## src/rtl/aat_pkg.sv

```systemverilog
// Package for the aging asset table: operation codes, command/status types.
// No dependencies.
package aat_pkg;
  localparam int unsigned ID_W = 24;
  localparam int unsigned AGE_W = 8;
  localparam int unsigned THR_W = 16;
  localparam logic [AGE_W-1:0] AGE_MAX = 8'hFF;
  localparam logic [THR_W-1:0] THR_MAX = 16'hFFFF;
  localparam logic [7:0] TIMEOUT_RST = 8'd20;

  typedef enum logic [2:0] {
    OP_SEEN = 3'd0, OP_RX_TICK = 3'd1, OP_THR_TICK = 3'd2,
    OP_BUMP = 3'd3, OP_CLEAR = 3'd4
  } op_t;

  // controller -> datapath
  typedef struct packed {
    logic load;     // capture input item
    logic scan;     // visit entry at scan index
    logic commit;   // apply chosen slot for seen/bump
    logic finish;   // load output register
  } cmd_t;

  // datapath -> controller
  typedef struct packed {
    logic scan_last;
  } sts_t;
endpackage

```

## src/rtl/aat_ctrl.sv

```systemverilog
// Controller for the aging asset table: sequences load, per-entry scan,
// commit and result. Depends on aat_pkg.
module aat_ctrl (
  input  logic          clk,
  input  logic          rst_n,
  input  logic          in_valid,
  output logic          in_ready,
  input  logic          out_valid,
  input  logic          out_ready,
  input  aat_pkg::sts_t sts,
  output aat_pkg::cmd_t cmd
);
  import aat_pkg::*;

  typedef enum logic [2:0] {
    S_IDLE = 3'b001, S_SCAN = 3'b010, S_COMMIT = 3'b100
  } state_t;

  state_t state_r, state_nxt;

  // a new item may scan while the previous result waits; commit loads the
  // output register, so it holds until that register is free.
  assign in_ready = (state_r == S_IDLE);

  always_comb begin
    state_nxt = state_r;
    cmd = '0;
    case (state_r)
      S_IDLE: begin
        if (in_valid) begin
          cmd.load = 1'b1;
          state_nxt = S_SCAN;
        end
      end
      S_SCAN: begin
        cmd.scan = 1'b1;
        if (sts.scan_last) state_nxt = S_COMMIT;
      end
      S_COMMIT: begin
        if (!out_valid || out_ready) begin
          cmd.commit = 1'b1;
          cmd.finish = 1'b1;
          state_nxt = S_IDLE;
        end
      end
      default: state_nxt = S_IDLE;
    endcase
  end

  always_ff @(posedge clk) begin
    if (!rst_n) state_r <= S_IDLE;
    else        state_r <= state_nxt;
  end

  a_onehot: assert property (@(posedge clk) disable iff (!rst_n) $onehot(state_r))
    else $error("state not one-hot");
  a_load_idle: assert property (@(posedge clk) disable iff (!rst_n)
    cmd.load |=> state_r == S_SCAN) else $error("load did not start scan");
  a_fin: assert property (@(posedge clk) disable iff (!rst_n)
    cmd.finish |-> (!out_valid || out_ready)) else $error("result overrun");
endmodule

```

## src/rtl/aat_dp.sv

```systemverilog
// Datapath for the aging asset table: entry registers, sequential scan,
// victim search, bump tick reciprocal multiply, result register. Depends on aat_pkg.
module aat_dp #(
  parameter int unsigned ENTRIES = 16,
  parameter int unsigned TICK_PERIOD_MS = 100
) (
  input  logic          clk,
  input  logic          rst_n,
  input  aat_pkg::cmd_t cmd,
  output aat_pkg::sts_t sts,
  input  logic [7:0]    timeout_ticks,
  input  logic [2:0]    in_operation,
  input  logic [23:0]   in_asset_id,
  input  logic signed [7:0] in_rssi,
  input  logic [5:0]    in_channel,
  input  logic [3:0]    in_slot_index,
  input  logic [15:0]   in_bump_ms,
  input  logic          out_ready,
  output logic          out_valid,
  output logic [3:0]    out_slot,
  output logic          out_was_hit,
  output logic          out_was_replaced,
  output logic [15:0]   out_throttle_left,
  output logic [4:0]    out_timed_out_count
);
  import aat_pkg::*;

  localparam int unsigned IW = (ENTRIES > 1) ? $clog2(ENTRIES) : 1;
  localparam int unsigned CW = $clog2(ENTRIES + 1);
  localparam logic [IW-1:0] LAST = IW'(ENTRIES - 1);
  localparam logic [16:0] PER = 17'(TICK_PERIOD_MS);
  // ceil(2^(17+l)/P) gives an exact floor(x/P) for any 17-bit x
  localparam int unsigned DIV_SH = 17 + $clog2(TICK_PERIOD_MS);
  localparam longint unsigned RECIP_L =
    ((64'd1 << DIV_SH) + 64'(TICK_PERIOD_MS) - 64'd1) / 64'(TICK_PERIOD_MS);
  localparam logic [17:0] RECIP = 18'(RECIP_L);

  logic             valid_r [ENTRIES];
  logic [ID_W-1:0]  id_r    [ENTRIES];
  logic [AGE_W-1:0] age_r   [ENTRIES];
  logic [THR_W-1:0] thr_r   [ENTRIES];
  logic [7:0]       rssi_r  [ENTRIES];
  logic [5:0]       chan_r  [ENTRIES];

  logic [2:0]  op_r;
  logic [23:0] aid_r;
  logic [7:0]  rssi_in_r;
  logic [5:0]  chan_in_r;
  logic [3:0]  sidx_r;
  logic [IW-1:0] idx_r;
  logic        hit_r, free_r;
  logic [IW-1:0] hit_slot_r, free_slot_r, old_slot_r;
  logic [AGE_W-1:0] old_age_r;
  logic [CW-1:0] cnt_r;

  // ceil(ms/period) as floor((ms+period-1)/period)
  logic [16:0] div_r;
  logic [16:0] quo_r;
  logic [17:0] dividend;
  logic [34:0] prod;

  logic [IW-1:0] sel;
  logic [IW-1:0] sidx_i;
  logic          in_range;
  logic [16:0]   bsum;
  logic [THR_W-1:0] bnew;
  logic [AGE_W-1:0] age_inc;

  assign dividend = 18'(in_bump_ms) + 18'(PER) - 18'd1;
  assign prod = 35'(div_r) * 35'(RECIP);
  assign sts.scan_last = (idx_r == LAST);
  assign in_range = (32'(sidx_r) < ENTRIES);
  assign sidx_i = IW'(sidx_r);

  always_comb begin
    if (hit_r)       sel = hit_slot_r;
    else if (free_r) sel = free_slot_r;
    else             sel = old_slot_r;
  end

  always_ff @(posedge clk) begin
    if (cmd.load) begin
      op_r <= in_operation; aid_r <= in_asset_id; rssi_in_r <= in_rssi;
      chan_in_r <= in_channel; sidx_r <= in_slot_index;
      idx_r <= '0; hit_r <= 1'b0; free_r <= 1'b0; old_slot_r <= '0;
      old_age_r <= '0; cnt_r <= '0;
      div_r <= dividend[16:0];
    end else if (cmd.scan) begin
      quo_r <= 17'(prod >> DIV_SH);
      if (idx_r != LAST) idx_r <= idx_r + 1'b1;
      if (valid_r[idx_r] && id_r[idx_r] == aid_r && !hit_r) begin
        hit_r <= 1'b1; hit_slot_r <= idx_r;
      end
      if (!valid_r[idx_r] && !free_r) begin
        free_r <= 1'b1; free_slot_r <= idx_r;
      end
      if (idx_r == '0 || age_r[idx_r] > old_age_r) begin
        old_slot_r <= idx_r; old_age_r <= age_r[idx_r];
      end
      if (op_r == OP_RX_TICK && valid_r[idx_r] && age_inc >= timeout_ticks)
        cnt_r <= cnt_r + 1'b1;
    end
  end

  assign age_inc = (age_r[idx_r] != AGE_MAX) ? age_r[idx_r] + 1'b1 : AGE_MAX;
  assign bsum = 17'(thr_r[sidx_i]) + quo_r;
  assign bnew = bsum[16] ? THR_MAX : bsum[15:0];

  // entry store; clear at reset and on clear operation
  always_ff @(posedge clk) begin
    if (!rst_n || (cmd.commit && op_r == OP_CLEAR)) begin
      for (int i = 0; i < ENTRIES; i++) begin
        valid_r[i] <= 1'b0; id_r[i] <= '0; age_r[i] <= '0;
        thr_r[i] <= '0; rssi_r[i] <= '0; chan_r[i] <= '0;
      end
    end else if (cmd.scan) begin
      if (op_r == OP_RX_TICK && valid_r[idx_r]) begin
        age_r[idx_r] <= age_inc;
        if (age_inc >= timeout_ticks) valid_r[idx_r] <= 1'b0;
      end
      if (op_r == OP_THR_TICK && valid_r[idx_r] && thr_r[idx_r] != '0)
        thr_r[idx_r] <= thr_r[idx_r] - 1'b1;
    end else if (cmd.commit) begin
      if (op_r == OP_SEEN) begin
        if (!hit_r) begin
          valid_r[sel] <= 1'b1; id_r[sel] <= aid_r; thr_r[sel] <= '0;
        end
        rssi_r[sel] <= rssi_in_r; chan_r[sel] <= chan_in_r; age_r[sel] <= '0;
      end else if (op_r == OP_BUMP && in_range) begin
        thr_r[sidx_i] <= bnew;
      end
    end
  end

  always_ff @(posedge clk) begin
    if (!rst_n) out_valid <= 1'b0;
    else if (cmd.finish) out_valid <= 1'b1;
    else if (out_ready) out_valid <= 1'b0;
  end

  always_ff @(posedge clk) begin
    if (cmd.commit) begin
      out_slot <= '0; out_was_hit <= 1'b0; out_was_replaced <= 1'b0;
      out_throttle_left <= '0; out_timed_out_count <= '0;
      case (op_r)
        OP_SEEN: begin
          out_slot <= 4'(sel); out_was_hit <= hit_r;
          out_was_replaced <= !hit_r && !free_r;
          out_throttle_left <= hit_r ? thr_r[sel] : '0;
        end
        OP_RX_TICK: out_timed_out_count <= 5'(cnt_r);
        OP_BUMP: begin
          out_slot <= sidx_r;
          if (in_range) out_throttle_left <= bnew;
        end
        default: ;
      endcase
    end
  end

  a_hit_valid: assert property (@(posedge clk) disable iff (!rst_n)
    cmd.commit && op_r == OP_SEEN && hit_r |-> valid_r[hit_slot_r])
    else $error("hit slot not valid");
  a_free: assert property (@(posedge clk) disable iff (!rst_n)
    cmd.commit && free_r |-> !valid_r[free_slot_r]) else $error("free slot valid");
  a_cnt: assert property (@(posedge clk) disable iff (!rst_n)
    32'(cnt_r) <= ENTRIES) else $error("timeout count overflow");
endmodule

```

## src/rtl/aging_asset_table_top.sv

```systemverilog
// Top level of the aging asset table: APB register, controller, datapath.
// Depends on aat_pkg, aat_ctrl, aat_dp.
//
// Each operation runs from acceptance through a scan that visits one table entry
// per cycle, then a commit state that also loads the result register. The next
// item can be accepted in the same cycle the result is; a stalled result holds
// the commit of the following item. One item is scanned or committed at a time,
// besides a result waiting in the output register.
module aging_asset_table_top #(
  parameter int unsigned ENTRIES = 16,
  parameter int unsigned TICK_PERIOD_MS = 100
) (
  input  logic        clk,
  input  logic        rst_n,
  input  logic        psel,
  input  logic        penable,
  input  logic        pwrite,
  input  logic [1:0]  paddr,
  input  logic [31:0] pwdata,
  output logic [31:0] prdata,
  output logic        pready,
  input  logic        in_valid,
  output logic        in_ready,
  input  logic [2:0]  in_operation,
  input  logic [23:0] in_asset_id,
  input  logic signed [7:0] in_rssi,
  input  logic [5:0]  in_channel,
  input  logic [3:0]  in_slot_index,
  input  logic [15:0] in_bump_ms,
  output logic        out_valid,
  input  logic        out_ready,
  output logic [3:0]  out_slot,
  output logic        out_was_hit,
  output logic        out_was_replaced,
  output logic [15:0] out_throttle_left,
  output logic [4:0]  out_timed_out_count
);
  import aat_pkg::*;

  logic [7:0] timeout_r;
  cmd_t cmd;
  sts_t sts;

  assign pready = 1'b1;
  assign prdata = (paddr == 2'd0) ? {24'd0, timeout_r} : 32'd0;

  always_ff @(posedge clk) begin
    if (!rst_n) timeout_r <= TIMEOUT_RST;
    else if (psel && penable && pwrite && paddr == 2'd0) timeout_r <= pwdata[7:0];
  end

  aat_ctrl u_ctrl (
    .clk, .rst_n, .in_valid, .in_ready, .out_valid, .out_ready, .sts, .cmd
  );

  aat_dp #(.ENTRIES(ENTRIES), .TICK_PERIOD_MS(TICK_PERIOD_MS)) u_dp (
    .clk, .rst_n, .cmd, .sts, .timeout_ticks(timeout_r),
    .in_operation, .in_asset_id, .in_rssi, .in_channel, .in_slot_index,
    .in_bump_ms, .out_ready, .out_valid, .out_slot, .out_was_hit,
    .out_was_replaced, .out_throttle_left, .out_timed_out_count
  );
endmodule
```

## config.mk

```make
export PLATFORM = sky130hd
export DESIGN_NAME = aging_asset_table_top
export DESIGN_NICKNAME = d
export VERILOG_FILES = /design/src/rtl/aat_pkg.sv /design/src/rtl/aat_ctrl.sv /design/src/rtl/aat_dp.sv /design/src/rtl/aging_asset_table_top.sv
export SDC_FILE = /design/constraint.sdc
export NUM_CORES = 2
export LEC_CHECK = 0
export BUFFER_PORTS_ARGS = -buffer_cell sky130_fd_sc_hd__buf_2
export CORE_MARGIN = 3
export CORE_UTILIZATION = 25
export DETAILED_ROUTE_END_ITERATION = 12
export GPL_ROUTABILITY_DRIVEN = 0
export GPL_TIMING_DRIVEN = 0
export PLACE_DENSITY_LB_ADDON = 0.08
export SYNTH_ARGS = -nofsm -noshare
export SYNTH_HDL_FRONTEND = slang
export SYNTH_HIERARCHICAL = 1
export SYNTH_SLANG_ARGS = --single-unit
```

## constraint.sdc

```tcl
create_clock -name clk -period 6.1 [get_ports clk]
set_clock_uncertainty 0.1 [all_clocks]
set_input_delay 0 -clock clk [delete_from_list [all_inputs] [get_ports clk]]
set_output_delay 0 -clock clk [all_outputs]
set_load 0.01 [all_outputs]
```

### Word level (Yosys, flattened, before mapping)

Memory sizes are Yosys's and may differ from the RTL's. A register that Yosys moved wholly into a read port is not among the register bits.
Cells that the tools add are included.

* output and inout bits: 62
* memories: 4
* memory bits (writable): 784
* word-level logic and storage cells: 176
* input port bits: 102
* register bits: 129

Memory list
* u_dp.id_r: words 16, width 24, rd ports 1, clocked after Yosys merged registers in 1, wr ports 16, RTL line aat_dp.sv:39 `logic [ID_W-1:0] id_r [ENTRIES];`
* u_dp.thr_r: words 16, width 16, rd ports 3, clocked after Yosys merged registers in 2, wr ports 16, RTL line aat_dp.sv:41 `logic [THR_W-1:0] thr_r [ENTRIES];`
* u_dp.age_r: words 16, width 8, rd ports 1, clocked after Yosys merged registers in 1, wr ports 16, RTL line aat_dp.sv:40 `logic [AGE_W-1:0] age_r [ENTRIES];`
* u_dp.valid_r: words 16, width 1, rd ports 1, clocked after Yosys merged registers in 1, wr ports 16, RTL line aat_dp.sv:38 `logic valid_r [ENTRIES];`

* bitwise operators: 1
* add/sub/neg operators: 7
* $mul: 1
* eq/ne operators: 14
* order comparisons: 2
* muxes and demuxes: 84
* reductions and logical operators: 42

Operator list (number)
* $mux W16: 5
* $mux W4: 19
* $reduce_or A16 Y1: 3
* $mux W1: 47
* $mul A17 B18 Y35 const B: 1
* $mux W8: 4
* $pmux W16 S2: 1
* $eq A24 B24 Y1: 1
* $mux W24: 1
* $reduce_or A24 Y1: 1
* $add A16 B11 Y17: 1
* $add A16 B7 Y17 const B: 1
* $sub A17 B1 Y17 const B: 1
* $reduce_bool A16 Y1: 1
* $reduce_or A8 Y1: 2
* $sub A16 B1 Y16 const B: 1
* $logic_and A1 B1 Y1: 12
* $reduce_and A2 Y1: 6
* $eq A3 B2 Y1 const B: 3
* $mux W3: 3
* $pmux W3 S3: 1
* $reduce_and A3 Y1: 3
* $add A8 B1 Y8 const B: 1
* $ge A8 B8 Y1: 1
* 20 further kinds: 31

### Longest topological paths before layout

* word-level depth: 12
* gate-level depth with buffers: 21
* depth with buffers taken out: 21

### Cells and area by module

Netlist, hierarchy kept.

Modules (own cells, without submodules)
* aat_dp: area each 52076.2 um2, cells an instance 3854, seq. area each 27005.9 um2, times used 1
* aging_asset_table_top: area each 586.8 um2, cells an instance 72, seq. area each 160.2 um2, times used 1
* aat_ctrl: area each 195.2 um2, cells an instance 21, seq. area each 60.1 um2, times used 1

### Worst setup path before layout

Ideal clock, no wire load.

* path type: register -> register
* start point: reg u_dp.div_r[3]
* end point: reg u_dp.quo_r[9] (data pin)
* cell stages (with the launch flop): 21
* slack: -0.283 ns
* period minus slack after synthesis: 6.383 ns
* required time: 5.740 ns
* setup time: 0.260 ns
* buffers on the path: 0
* arrival time: 6.024 ns
* cells stage by stage: edfxtp_1 fa_1 inv_1 fa_1 inv_1 fa_1 inv_1 fa_1 inv_1 fa_1 inv_1 fa_1 inv_1 ha_1 o21a_1 o2111ai_1 or3b_2 a311o_1 a2111oi_0 nor3_1 xnor2_1

* cells in the longest elaborated chain, start to end: 1

Ends and longest elaborated chain
* from (decl): RTL line aat_dp.sv:57 `logic [16:0] div_r;`
* from (signal assigned): RTL line aat_dp.sv:87 `div_r <= dividend[16:0];`
* $mul A17 B18 Y35: RTL line aat_dp.sv:70 `assign prod = 35'(div_r) * 35'(RECIP);`
* named net u_dp.prod[33]: RTL line aat_dp.sv:60 `logic [34:0] prod;`
* to (signal assigned): RTL line aat_dp.sv:89 `quo_r <= 17'(prod >> DIV_SH);`
* to (decl): RTL line aat_dp.sv:58 `logic [16:0] quo_r;`

The timed path passes the listed nets, and every way through them passes these cells.
A chain may end at the register's enable or synchronous reset.

### Worst setup path in the final report

* start point: reg u_dp.div_r[14]
* end point: reg u_dp.quo_r[10] (data pin)

Same word-level chain as after synthesis.

==> impl_metrics.yaml <==
grt:
  met3_usage_pct: 2.807
  grt.overflow.total: 0
  grt_pass1_vias: 36743
  top_usage_layer: "met2"
  grt_max_degree: 42
  use_met1_pct: 27.95
  grt_pass1_wl_mm: 306.4
  track_usage_pct: 20.24
  antenna_found_initial: 14
  use_met2_pct: 33.53
setup_path:
  cp_num_buf_inv: 4
  path_delay_family: "adder cells"
  worstPathRequired_ns: 6.48
  crit_arrival_ns: 6.53
  path_cells: "fa_2, fa_1, fa_1, fa_1, fa_1, inv_1, fa_1, inv_1, ha_4, a211oi_1, o21ai_1, o311ai_4, a2bb2oi_4, buf_6, a311o_1, a2111oi_4, buf_4, or3_4, nand3_2"
  setup.worst_path.start: "u_dp/div_r[14]$_DFFE_PP_"
  critPathMaxFanout: 4
  endpoint_kind: "register"
  critPathKind: "register to register"
  critPathMaxStageDelay_ns: 0.66
  crit_top_cell: "fa_1"
  crit_path_start_kind: "register"
  r2r_start: "u_dp/div_r[14]$_DFFE_PP_"
  slowest_stage: "fa_2"
drt:
  vias: 35660
  drcViolationCount: 0
  ant_nets: 0
  drt_first_iter_violations: 3240
  avgRoutedWirePerCell_um: 30.37
  vias_per_cell: 4.892
  first_pass_iters: 5
  wl_mm: 221.4
floorplanning:
  start_util_pct: 25.17
  die_x_um: 465.8
  io_pins: 164
  die-area_um2: 217000
  die_h_um: 465.8
  coreArea_um2: 210000
  rows: 168
min_path:
  min_path_type: "primary input to register"
  holdCritStartpoint: "in_bump_ms[15]"
timing:
  min_period_ns: 6.148
  relSlewSlack_pct: 2.175
  setup_ws_ns: -0.04806
  slew_violations: 0
  whs_ns: 0.06822
  worst_slew_pin_slew_ns: 1.467
  grt_setup_unrepaired: "true"
  fmax_ghz: 0.1627
  fin_crit_sh_pct: 100.8
  setup_violations: 3
  final-hold-violation-count: 0
status:
  violations: "setup timing"
  status: "complete, but fails checks"
clocking:
  cts_tree: "yes"
  clkTransAtPathRegs_ns: 0.06
  ctsLongestPathBuffers: 3
  cts-root-buf: "clkbuf_16"
  cts_max_level: 3
  cts_sinks: 921
  cts_made_buffers: 114
  insertion_delay_ns: 0.77
logic_synthesis:
  seq_area_frac_synth_pct: 51.51
  ys.warnings.count: 6
  syn_avg_cell_area_um2: 13.39
  synthCells: 3947
  synth_ff_type: "edfxtp_1"
  synth-seq-cells: 921
  synth_edf_count: 878
  syn_area_um2: 52860
  synth.distinct_cells: 95
  synthArstFlopShare_pct: 0
cells_and_area:
  syn_to_final_growth_pct: 20.86
  post_route_cells_drive_above_1_share_pct: 23.29
  final_nets: 4769
  nFillCells: 21121
  regArea_um2: 27230
  multi_input_area_um2: 23920
power:
  p_leak_uw: 0.02333
  max-vdd-ir-drop_mv: 0.5837
  p_per_area_nw_per_um2: 332.4
place:
  port_buffers: 100
  dp_slack_ns: -2.109
  dpl.hpwl_mm: 158.3
flow_run:
  cap_viol_max_count: 0
[metrics by stage]
| step | TNS (ns) | cells | util, % | instance area (µm²) | power, µW |
|---|---|---|---|---|---|
| final | -0.1286 | 7289 | 30.42 | 63880 | 21230 |
| after global routing | -1.577 | 7289 | 30.42 | 63880 | 22600 |
| after CTS | -0.5111 | 7281 | 30.33 | 63690 | 21280 |
| after detailed placement | -684.89 | 6904 | 27.57 | 57890 | 13270 |
| after global placement | -2212.14 | 6875 | 27.13 | 56970 | 13300 |
| after floorplan | -0.007550 | 3970 | - | 52960 | 11360 |
[cells in the mapped netlist, types with 16 or more instances]
| cell type | n | share of area, % |
|---|---|---|
| a21oi_1 | 55 | 0.52 |
| a22oi_1 | 16 | 0.23 |
| and2_1 | 369 | 4.4 |
| buf_1 | 23 | 0.16 |
| buf_2 | 54 | 0.51 |
| buf_4 | 37 | 0.53 |
| buf_6 | 18 | 0.38 |
| clkbuf_1 | 151 | 1.1 |
| dfxtp_1 | 43 | 1.6 |
| edfxtp_1 | 878 | 50 |
| fa_1 | 111 | 4.2 |
| ha_1 | 173 | 4.1 |
| inv_1 | 234 | 1.7 |
| mux2_2 | 30 | 0.64 |
| mux2i_1 | 93 | 1.8 |
| mux4_2 | 326 | 14 |
| nand2_1 | 197 | 1.4 |
| nand2b_1 | 32 | 0.38 |
| nand3_1 | 42 | 0.40 |
| nor2_1 | 446 | 3.2 |
| nor2_2 | 73 | 0.86 |
| nor2b_1 | 21 | 0.25 |
| nor3_1 | 84 | 0.80 |
| o21ai_0 | 70 | 0.66 |
| o22ai_1 | 29 | 0.34 |
| xnor2_1 | 33 | 0.55 |
| xor2_1 | 26 | 0.43 |
[cells by family (layout without fill, tap and decap cells)]
| group | after synthesis | in the layout | share of synthesized area (%) |
|---|---|---|---|
| other | 2 | 26 | 0.01421 |
| AOI/OAI and AO/OA | 327 | 327 | 4.576 |
| DFF | 921 | 921 | 51.51 |
| xor gates and xnor gates | 59 | 59 | 0.9776 |
| muxes | 462 | 462 | 16.94 |
| and+or+nand+nor | 1356 | 1356 | 12.97 |
| adders and majority gates | 284 | 284 | 8.299 |
| buffers and inverters | 536 | 1049 | 4.718 |
[cell usage in the layout, fill, tap and decap left out, types with 108 or more instances in the layout]
cell type / instances
edfxtp_1: 878
clkbuf_16: 115
ha_1: 167
mux4_2: 326
inv_1: 230
buf_2: 146
dlygate4sd3_1: 137
nor2_1: 443
clkbuf_1: 160
nand2_1: 190
and2_1: 369
fa_1: 108
[power breakdown]
| part | total (µW) | switching [µW] | leakage (µW) | internal (µW) |
|---|---|---|---|---|
| clock | 7040 | 2890 | 0.00182 | 4150 |
| sequential | 7350 | 140 | 0.00932 | 7210 |
| combinational | 6840 | 3820 | 0.0122 | 3030 |
[metal layers]
metal	routed length [µm]	share of wire (%)	vias to the layer above
met3	11640	5.3	259
met1	98960	45	18824
met2	105500	48	1207
li1	-	-	15370
met4	5258	2.4	0
met5	0	0	-
[cell type report]
cell class / count / area share, %
Sequential cell: 921 / 42.62
Multi-Input combinational cell: 2513 / 37.44
Tap cell: 2805 / 5.494
Clock buffer: 151 / 4.810
Timing Repair Buffer: 305 / 4.528
Buffer: 287 / 2.577
Inverter: 241 / 1.416
Clock inverter: 65 / 1.114
Antenna cell: 1 / 0.003917
[worst min-delay path, stage by stage]
cell and delay [ns]:
dlygate4sd3_1 0.52, buf_2 0.12, xnor2_1 0.14
[path summary, 6_finish.rpt]
kind	slack [ns]	end	depth (start not counted)
min reg2reg	0.35	u_dp/free_slot_r[2]$_DFFE_PP_	0
min	0.07	u_dp/div_r[15]$_DFFE_PP_	3
max reg2reg	-0.05	u_dp/quo_r[10]$_DFFE_PP_	19
max	-0.05	u_dp/quo_r[10]$_DFFE_PP_	19
[repair_timing]
action,in CTS,in global routing
endpoints found under the setup margin,629,83
resized for setup,121,31
pin swaps,19,11
endpoints found under the hold margin,80,0
setup buffers,31,8
hold buffers,137,0
[registers in the layout (all words and copies together) (netlist names), 11 cells and up, named ones only]
register / flops
u_dp/id_r: 384
u_dp/thr_r: 256
u_dp/age_r: 128
u_dp/aid_r: 24
u_dp/div_r: 17
u_dp/out_throttle_left: 16
u_dp/valid_r: 16
u_dp/quo_r: 11
Power figures use the tool's default switching activity.
